### config.mk
export PLATFORM = sky130hd
export DESIGN_NAME = integer_to_decimal_ascii_unit
export DESIGN_NICKNAME = d
export VERILOG_FILES = /design/src/rtl/core/itda_pkg.sv /design/src/rtl/core/itda_bcd_step.sv /design/src/rtl/core/itda_out_reg.sv /design/src/rtl/core/integer_to_decimal_ascii_unit.sv
export SDC_FILE = /design/constraint.sdc
export NUM_CORES = 1
export LEC_CHECK = 0
export BUFFER_PORTS_ARGS = -buffer_cell sky130_fd_sc_hd__buf_2
export CAP_MARGIN = 20
export CORE_ASPECT_RATIO = 1.2
export CORE_MARGIN = 8
export CORE_UTILIZATION = 47
export DETAILED_ROUTE_END_ITERATION = 10
export PLACE_DENSITY = 0.66
export SYNTH_ARGS = -nofsm -noshare
export SYNTH_HDL_FRONTEND = slang
export SYNTH_HIERARCHICAL = 1
export SYNTH_SLANG_ARGS = --single-unit
### constraint.sdc
create_clock -name clk -period 4.7 [get_ports clk]
set_input_delay 0.47 -clock clk [delete_from_list [all_inputs] [get_ports clk]]
set_output_delay 0.47 -clock clk [all_outputs]
set_load 0.01 [all_outputs]
### src/rtl/core/itda_pkg.sv
// Shared types, constants and helpers of the integer to decimal ASCII unit.
// No dependencies; imported by every module of the unit.
package itda_pkg;

  // Widths of the stream fields.
  localparam int VALUE_W      = 64;
  localparam int WCODE_W      = 2;
  localparam int CHAR_W       = 7;
  localparam int IN_TUSER_W   = 1 + WCODE_W;
  localparam int OUT_TDATA_W  = 8;

  // Default for the widest operand the unit converts.
  localparam int MAX_VALUE_WIDTH_DEF = 64;

  // Double-dabble work per cycle and BCD digit size.
  localparam int BITS_PER_STEP = 4;
  localparam int BCD_W         = 4;

  // ASCII codes.
  localparam logic [CHAR_W-1:0] CHAR_ZERO  = 7'd48;
  localparam logic [CHAR_W-1:0] CHAR_MINUS = 7'd45;

  // Operand width codes.
  localparam logic [WCODE_W-1:0] WCODE_8  = 2'd0;
  localparam logic [WCODE_W-1:0] WCODE_16 = 2'd1;
  localparam logic [WCODE_W-1:0] WCODE_32 = 2'd2;
  localparam logic [WCODE_W-1:0] WCODE_64 = 2'd3;

  typedef enum logic [2:0] {
    ST_IDLE,
    ST_CONV,
    ST_FIND,
    ST_SIGN,
    ST_DIGIT
  } itda_state_t;

  // One character headed for the output register.
  typedef struct packed {
    logic [CHAR_W-1:0] char_code;
    logic              last;
  } itda_char_t;

  // Operand width in bits selected by a width code.
  function automatic int width_of(logic [WCODE_W-1:0] code);
    int w;
    case (code)
      WCODE_8:  w = 8;
      WCODE_16: w = 16;
      WCODE_32: w = 32;
      WCODE_64: w = 64;
      default:  w = 64;
    endcase
    return w;
  endfunction

endpackage

### src/rtl/core/itda_bcd_step.sv
// Shared double-dabble unit: shifts four binary bits into a BCD accumulator.
// Depends on itda_pkg.
module itda_bcd_step #(
  parameter int NDIG = 20
) (
  input  logic [4*NDIG-1:0]                  bcd_i,
  input  logic [itda_pkg::BITS_PER_STEP-1:0] bits_i,  // MSB enters first
  output logic [4*NDIG-1:0]                  bcd_o
);
  import itda_pkg::*;

  always_comb begin
    logic [4*NDIG-1:0] t;
    t = bcd_i;
    for (int s = 0; s < BITS_PER_STEP; s++) begin
      // add 3 to every digit of 5 or more, then shift one bit in
      for (int d = 0; d < NDIG; d++) begin
        if (t[d*BCD_W +: BCD_W] >= 4'd5) begin
          t[d*BCD_W +: BCD_W] = t[d*BCD_W +: BCD_W] + 4'd3;
        end
      end
      t = {t[4*NDIG-2:0], bits_i[BITS_PER_STEP-1-s]};
    end
    bcd_o = t;
  end

endmodule

### src/rtl/core/itda_out_reg.sv
// Output register of the result stream: holds one character until taken.
// Depends on itda_pkg.
module itda_out_reg (
  input  logic                               clk,
  input  logic                               rst_n,
  input  logic                               load,
  input  itda_pkg::itda_char_t               char_in,
  output logic                               can_load,
  output logic                               out_tvalid,
  input  logic                               out_tready,
  output logic [itda_pkg::OUT_TDATA_W-1:0]   out_tdata,
  output logic                               out_tlast
);
  import itda_pkg::*;

  logic       valid_r;
  itda_char_t data_r;

  // accept a new character when empty or when the held one leaves now
  assign can_load = !valid_r || out_tready;

  always_ff @(posedge clk) begin
    if (!rst_n) begin
      valid_r <= 1'b0;
    end else if (load) begin
      valid_r <= 1'b1;
    end else if (out_tready) begin
      valid_r <= 1'b0;
    end
  end

  always_ff @(posedge clk) begin
    if (load) begin
      data_r <= char_in;
    end
  end

  assign out_tvalid = valid_r;
  assign out_tdata  = {{(OUT_TDATA_W-CHAR_W){1'b0}}, data_r.char_code};
  assign out_tlast  = data_r.last;

endmodule

### src/rtl/core/integer_to_decimal_ascii_unit.sv
// Integer to decimal ASCII converter, top level.
// Depends on itda_pkg, itda_bcd_step and itda_out_reg.
//
// Usage:
//   Input stream: in_tdata carries the 64 raw value bits; in_tuser carries
//   is_signed (bit 0) and width_code (bits 2:1, 0=8, 1=16, 2=32, 3=64 bits).
//   Only the low operand-width bits of the value count.
//   Output stream: one ASCII character per transfer, most significant digit
//   first, a leading minus for negative signed values; out_tlast marks the
//   last character of each number. Zero gives the single character '0'.
//
//   Timing: the number is converted by a shared double-dabble unit that
//   takes four bits per cycle, working through the operand's width in groups
//   of four bits. A separate state then locates the leading digit, and the
//   characters follow at one per cycle while out_tready stays high.
//   in_tready is high only while the unit is idle; one number is in work
//   at a time.
//   Reset clears the sequencer and the output register; nothing else needs
//   clearing. When the receiver drops out_tready the current character holds
//   in the output register and the sequencer waits.
module integer_to_decimal_ascii_unit #(
  parameter int MAX_VALUE_WIDTH = itda_pkg::MAX_VALUE_WIDTH_DEF
) (
  input  logic                               clk,
  input  logic                               rst_n,
  // input stream
  input  logic                               in_tvalid,
  output logic                               in_tready,
  input  logic [itda_pkg::VALUE_W-1:0]       in_tdata,   // value[63:0]
  input  logic [itda_pkg::IN_TUSER_W-1:0]    in_tuser,   // is_signed, width_code[1:0]
  // result stream
  output logic                               out_tvalid,
  input  logic                               out_tready,
  output logic [itda_pkg::OUT_TDATA_W-1:0]   out_tdata,  // char_code[6:0], zero pad
  output logic                               out_tlast   // last
);
  import itda_pkg::*;

  localparam int MW        = MAX_VALUE_WIDTH;
  // decimal digits of the largest MW-bit unsigned value (log10(2) ~ 0.30103)
  localparam int NDIG      = (MW * 30103) / 100000 + 1;
  localparam int STEPS_MAX = (MW + BITS_PER_STEP - 1) / BITS_PER_STEP;
  localparam int SW        = STEPS_MAX * BITS_PER_STEP;
  localparam int EW_W      = $clog2(MW + 1);
  localparam int SIDX_W    = $clog2(MW);
  localparam int STEP_W    = $clog2(STEPS_MAX + 1);
  localparam int DIDX_W    = $clog2(NDIG);

  // sequencer and datapath registers
  itda_state_t         state_r, state_nxt;
  logic [SW-1:0]       shreg_r, shreg_nxt;    // binary bits still to shift in
  logic [4*NDIG-1:0]   bcd_r, bcd_nxt;        // BCD accumulator
  logic [STEP_W-1:0]   step_r, step_nxt;      // conversion steps left
  logic                neg_r, neg_nxt;
  logic [DIDX_W-1:0]   idx_r, idx_nxt;        // digit being sent

  // input decode
  logic                in_signed;
  logic [WCODE_W-1:0]  in_wcode;
  logic [EW_W-1:0]     w_eff;
  logic [MW-1:0]       mask;
  logic [MW-1:0]       v;
  logic [SIDX_W-1:0]   sidx;
  logic                in_neg;
  logic [MW-1:0]       mag;
  logic [STEP_W-1:0]   nsteps;
  logic [SW-1:0]       shreg_load;

  // shared unit and output side
  logic [4*NDIG-1:0]   bcd_step;
  logic [DIDX_W-1:0]   top_idx;
  logic                can_load;
  logic                out_load;
  itda_char_t          out_char;

  assign in_signed = in_tuser[0];
  assign in_wcode  = in_tuser[IN_TUSER_W-1:1];

  always_comb begin
    int tw;
    tw = width_of(in_wcode);
    // clamp operands wider than the unit supports
    w_eff = (tw > MW) ? EW_W'(MW) : EW_W'(tw);
    for (int i = 0; i < MW; i++) begin
      mask[i] = (i < int'(w_eff));
    end
    v      = in_tdata[MW-1:0] & mask;
    sidx   = SIDX_W'(w_eff - EW_W'(1));
    in_neg = in_signed && v[sidx];
    // two's complement magnitude; the most negative value maps to 2^(w-1)
    mag    = in_neg ? ((~v + MW'(1)) & mask) : v;
    nsteps = STEP_W'((int'(w_eff) + BITS_PER_STEP - 1) >> 2);
    // align so the last step consumes the magnitude's lowest bit
    shreg_load = SW'(mag) << (SW - BITS_PER_STEP * int'(nsteps));
  end

  itda_bcd_step #(
    .NDIG (NDIG)
  ) u_bcd_step (
    .bcd_i  (bcd_r),
    .bits_i (shreg_r[SW-1 -: BITS_PER_STEP]),
    .bcd_o  (bcd_step)
  );

  // highest nonzero digit; zero reads as one digit
  always_comb begin
    top_idx = '0;
    for (int d = 0; d < NDIG; d++) begin
      if (bcd_r[d*BCD_W +: BCD_W] != '0) begin
        top_idx = DIDX_W'(d);
      end
    end
  end

  assign in_tready = (state_r == ST_IDLE);

  always_comb begin
    state_nxt = state_r;
    shreg_nxt = shreg_r;
    bcd_nxt   = bcd_r;
    step_nxt  = step_r;
    neg_nxt   = neg_r;
    idx_nxt   = idx_r;
    out_load  = 1'b0;
    out_char.char_code = CHAR_MINUS;
    out_char.last      = 1'b0;
    case (state_r)
      ST_IDLE: begin
        if (in_tvalid) begin
          shreg_nxt = shreg_load;
          bcd_nxt   = '0;
          step_nxt  = nsteps;
          neg_nxt   = in_neg;
          state_nxt = ST_CONV;
        end
      end
      ST_CONV: begin
        // advance the shared unit by one group of bits
        bcd_nxt   = bcd_step;
        shreg_nxt = shreg_r << BITS_PER_STEP;
        step_nxt  = step_r - STEP_W'(1);
        if (step_r == STEP_W'(1)) begin
          state_nxt = ST_FIND;
        end
      end
      ST_FIND: begin
        idx_nxt   = top_idx;
        state_nxt = neg_r ? ST_SIGN : ST_DIGIT;
      end
      ST_SIGN: begin
        if (can_load) begin
          out_load  = 1'b1;
          state_nxt = ST_DIGIT;
        end
      end
      ST_DIGIT: begin
        out_char.char_code = CHAR_ZERO + {3'b000, bcd_r[idx_r*BCD_W +: BCD_W]};
        out_char.last      = (idx_r == '0);
        if (can_load) begin
          out_load = 1'b1;
          if (idx_r == '0) begin
            state_nxt = ST_IDLE;
          end else begin
            idx_nxt = idx_r - DIDX_W'(1);
          end
        end
      end
      default: begin
        state_nxt = ST_IDLE;
      end
    endcase
  end

  always_ff @(posedge clk) begin
    if (!rst_n) begin
      state_r <= ST_IDLE;
    end else begin
      state_r <= state_nxt;
    end
  end

  always_ff @(posedge clk) begin
    shreg_r <= shreg_nxt;
    bcd_r   <= bcd_nxt;
    step_r  <= step_nxt;
    neg_r   <= neg_nxt;
    idx_r   <= idx_nxt;
  end

  itda_out_reg u_out_reg (
    .clk        (clk),
    .rst_n      (rst_n),
    .load       (out_load),
    .char_in    (out_char),
    .can_load   (can_load),
    .out_tvalid (out_tvalid),
    .out_tready (out_tready),
    .out_tdata  (out_tdata),
    .out_tlast  (out_tlast)
  );

endmodule
==> results.json <==
{
  "root_buffer": "clkbuf_16",
  "wire_per_inst_um": 19.0,
  "crit_start": "bcd_r[4]$_SDFFCE_PN0P_",
  "final_core_utilization_pct": 51.7,
  "tightest_slew_ps": 1050,
  "synth.area.top_cells": "edfxtp_1 25%, a21oi_1 5.7%, o21ai_0 4.7%, nand2_1 4.5%, nor2_1 4.4%",
  "start_util_pct": 47.7,
  "areaGrowthSynthToFinish_pct": 8.45,
  "die_area_mm2": 0.0493,
  "crit_family": "compound AO/OA/AOI/OAI gates",
  "fp-row-count": 82,
  "wirelength_um": 59000,
  "synthFlopType": "edfxtp_1",
  "grt_first_pass_wirelength_um": 94500,
  "grt_max_degree": 89,
  "antenna_found_initial": 0,
  "outcome": "completed",
  "gp_congestion": 0.975,
  "die_h_um": 242,
  "final.setup.tns_ps": 0,
  "min_period_ps": 4400,
  "synth_fa_ha_area_share_pct": 4.99,
  "die_w_um": 204,
  "syn_area_per_cell_um2": 7.90,
  "timing.hold.ws_ps": 317,
  "synthXorXnorAreaFrac_pct": 5.82,
  "cp.depth": 16,
  "drt_iter0_markers": 2000,
  "synth_compound_area_share_pct": 29.7,
  "worst_ep_required_time_ps": 4900,
  "crit_type": "register to register",
  "hold_depth": 2,
  "port_buffers": 80,
  "fin_nets": 2692,
  "drive_gt1_share_pct": 11.6,
  "cp-end-kind": "register",
  "synthSimpleGateAreaFrac_pct": 22.9,
  "n_antenna_cell": 0,
  "cts_made_buffers": 17,
  "ys_seq_area_share_pct": 25.0,
  "synthDistinctLibCells": 109,
  "synth_edf_count": 163,
  "async_flop_share_pct": 0,
  "critPathArrivalTime_ps": 4600,
  "post-route-period-util_pct": 93.6,
  "viasPerCell": 6.50,
  "slew_headroom_pct": 29.7,
  "clkSinkCount": 167,
  "ant_nets": 0,
  "worst_path_max_delay_cell": "edfxtp_1",
  "synth_top_area_share_pct": 24.6,
  "crit_chain": "inv_1, ha_1, nor2b_1, a2bb2oi_1, and2_1, a21oi_1, o2bb2ai_1, inv_1, ha_1, maj3_1, a221o_1, or2_2, o221a_2, o32ai_1, a21oi_1, and3_1",
  "dpl.hpwl_um": 43400,
  "grt_overflow": 0,
  "rrSetupSlack_ps": 300,
  "yosysTopAreaCell": "edfxtp_1",
  "tritoncts": "yes",
  "worst-path-max-fanout": 11,
  "finalHoldViolCount": 0,
  "ff2ff_path_depth": 16,
  "coreArea_mm2": 0.0418,
  "ys_ff_latch": 167,
  "regToRegEndpoint": "bcd_r[5]$_SDFFCE_PN0P_",
  "syn_nets": 2663,
  "yosys_warnings": 6,
  "r2r-start": "bcd_r[4]$_SDFFCE_PN0P_",
  "drv_cap": 0,
  "firstDrtPassIters": 9,
  "path_buf_inv": 2,
  "clock_path_buffers": 2,
  "holdBufCountCts": 0,
  "muxShareOfSynthArea_pct": 6.95,
  "io_pins": 82,
  "crit_path_start_kind": "register",
  "h-tree-depth": 4,
  "syn_inst": 2523,
  "track_usage_pct": 22.7,
  "vias": 20221,
  "finalSetupViolations": 0,
  "fmax_mhz": 227,
  "grt_pass1_vias": 18659,
  "slowest_delay_ps": 500,
  "fin_skew_ps": 14.4,
  "hold_path.class": "input pin to register",
  "clk_latency_ps": 450,
  "clkTransAtPathRegs_ps": 70,
  "synth_top_family_by_area": "compound AO/OA/AOI/OAI gates",
  "maxSlewViolCount": 0,
  "fill_cells": 3958,
  "syn_area_mm2": 0.0199,
  "drc": 0,
  "crit_end": "bcd_r[5]$_SDFFCE_PN0P_"
}
Yosys cell counts (all sizes together) (53+ instances only):
library cell and n:
a21oi 229, and3 87, clkbuf 103, edfxtp 163, ha 69, inv 98
nand2 238, nand2b 53, nand3 53, nor2 236, nor3 83, o21ai 206
xnor2 85
state kept, by name, summed over array words and instances (netlist names):
signal,cells
bcd_r,80
shreg_r,64
u_out_reg/out_tdata,7
idx_r,5
step_r,5
state_r,3
neg_r,1
u_out_reg/out_tlast,1
u_out_reg/out_tvalid,1
timing repair:
item                                    CTS  global route
endpoints found under the setup margin    0             6
setup buffers                             0             3
gates resized for setup                   0             6
cells in the final DEF, fill, tap and decap left out, types with 32 or more instances in the layout:
cell / instances
ha_1: 69
nand2_1: 237
nor3_1: 81
nor2_1: 232
buf_4: 58
nand2b_1: 52
edfxtp_1: 163
buf_2: 80
inv_1: 93
and3_1: 87
a31oi_1: 40
xor2_1: 42
mux2i_1: 44
o211ai_1: 35
nand3_1: 52
o22ai_1: 37
xnor2_1: 80
o21ai_0: 189
a21oi_1: 224
mux2_2: 32
layer usage:
| metal | part of all wire (%) | vias to the layer above | track usage, % |
|---|---|---|---|
| met5 | 0 | - | 0 |
| met4 | 3.4 | 0 | 8.80 |
| met3 | 5.5 | 126 | 2.38 |
| met2 | 47 | 789 | 37.7 |
| met1 | 44 | 9593 | 29.8 |
| li1 | - | 9713 | - |
cell families after synthesis:
family / Yosys count
other cells: 3
mux: 103
flops: 167
buf+inv: 231
xor+xnor: 128
fa+ha+maj: 82
simple gates: 920
compound gates: 889
cell type report:
| cell class | instances | area (um2) | share of cell area [%] |
|---|---|---|---|
| Clock buffer | 18 | 429 | 1.99 |
| Clock inverter | 14 | 173 | 0.799 |
| Inverter | 101 | 379 | 1.75 |
| Multi-Input combinational cell | 2125 | 14100 | 65.2 |
| Sequential cell | 167 | 4980 | 23.0 |
| Tap cell | 546 | 683 | 3.16 |
| Timing Repair Buffer | 140 | 876 | 4.05 |
worst min-delay path by stage:
stage                                         from                      end  slack [ps]
after floorplan              shreg_r[55]$_DFFE_PP_    shreg_r[59]$_DFFE_PP_         490
after global placement    shreg_r[0]$_SDFFCE_PP0P_     shreg_r[4]$_DFFE_PP_         500
after detailed placement  shreg_r[1]$_SDFFCE_PP0P_     shreg_r[5]$_DFFE_PP_         510
after CTS                                    rst_n  state_r[2]$_SDFFE_PN0P_         300
after global routing                         rst_n  state_r[2]$_SDFFE_PN0P_         320
final                                        rst_n  state_r[2]$_SDFFE_PN0P_         320
metrics by stage:
step,std cells,instance area (um2),worst slack [ps]
2_1_floorplan,2523,19900,327
3_3_place_gp,3076,21000,330
3_5_place_dp,3076,21000,160
4_1_cts,3108,21600,121
5_1_grt,3111,21600,-8.09
6_report,3111,21600,302
Power is left out: the tool's default activity adds up to more than one toggle a clock period on the data nets, which glitch-free logic cannot reach.
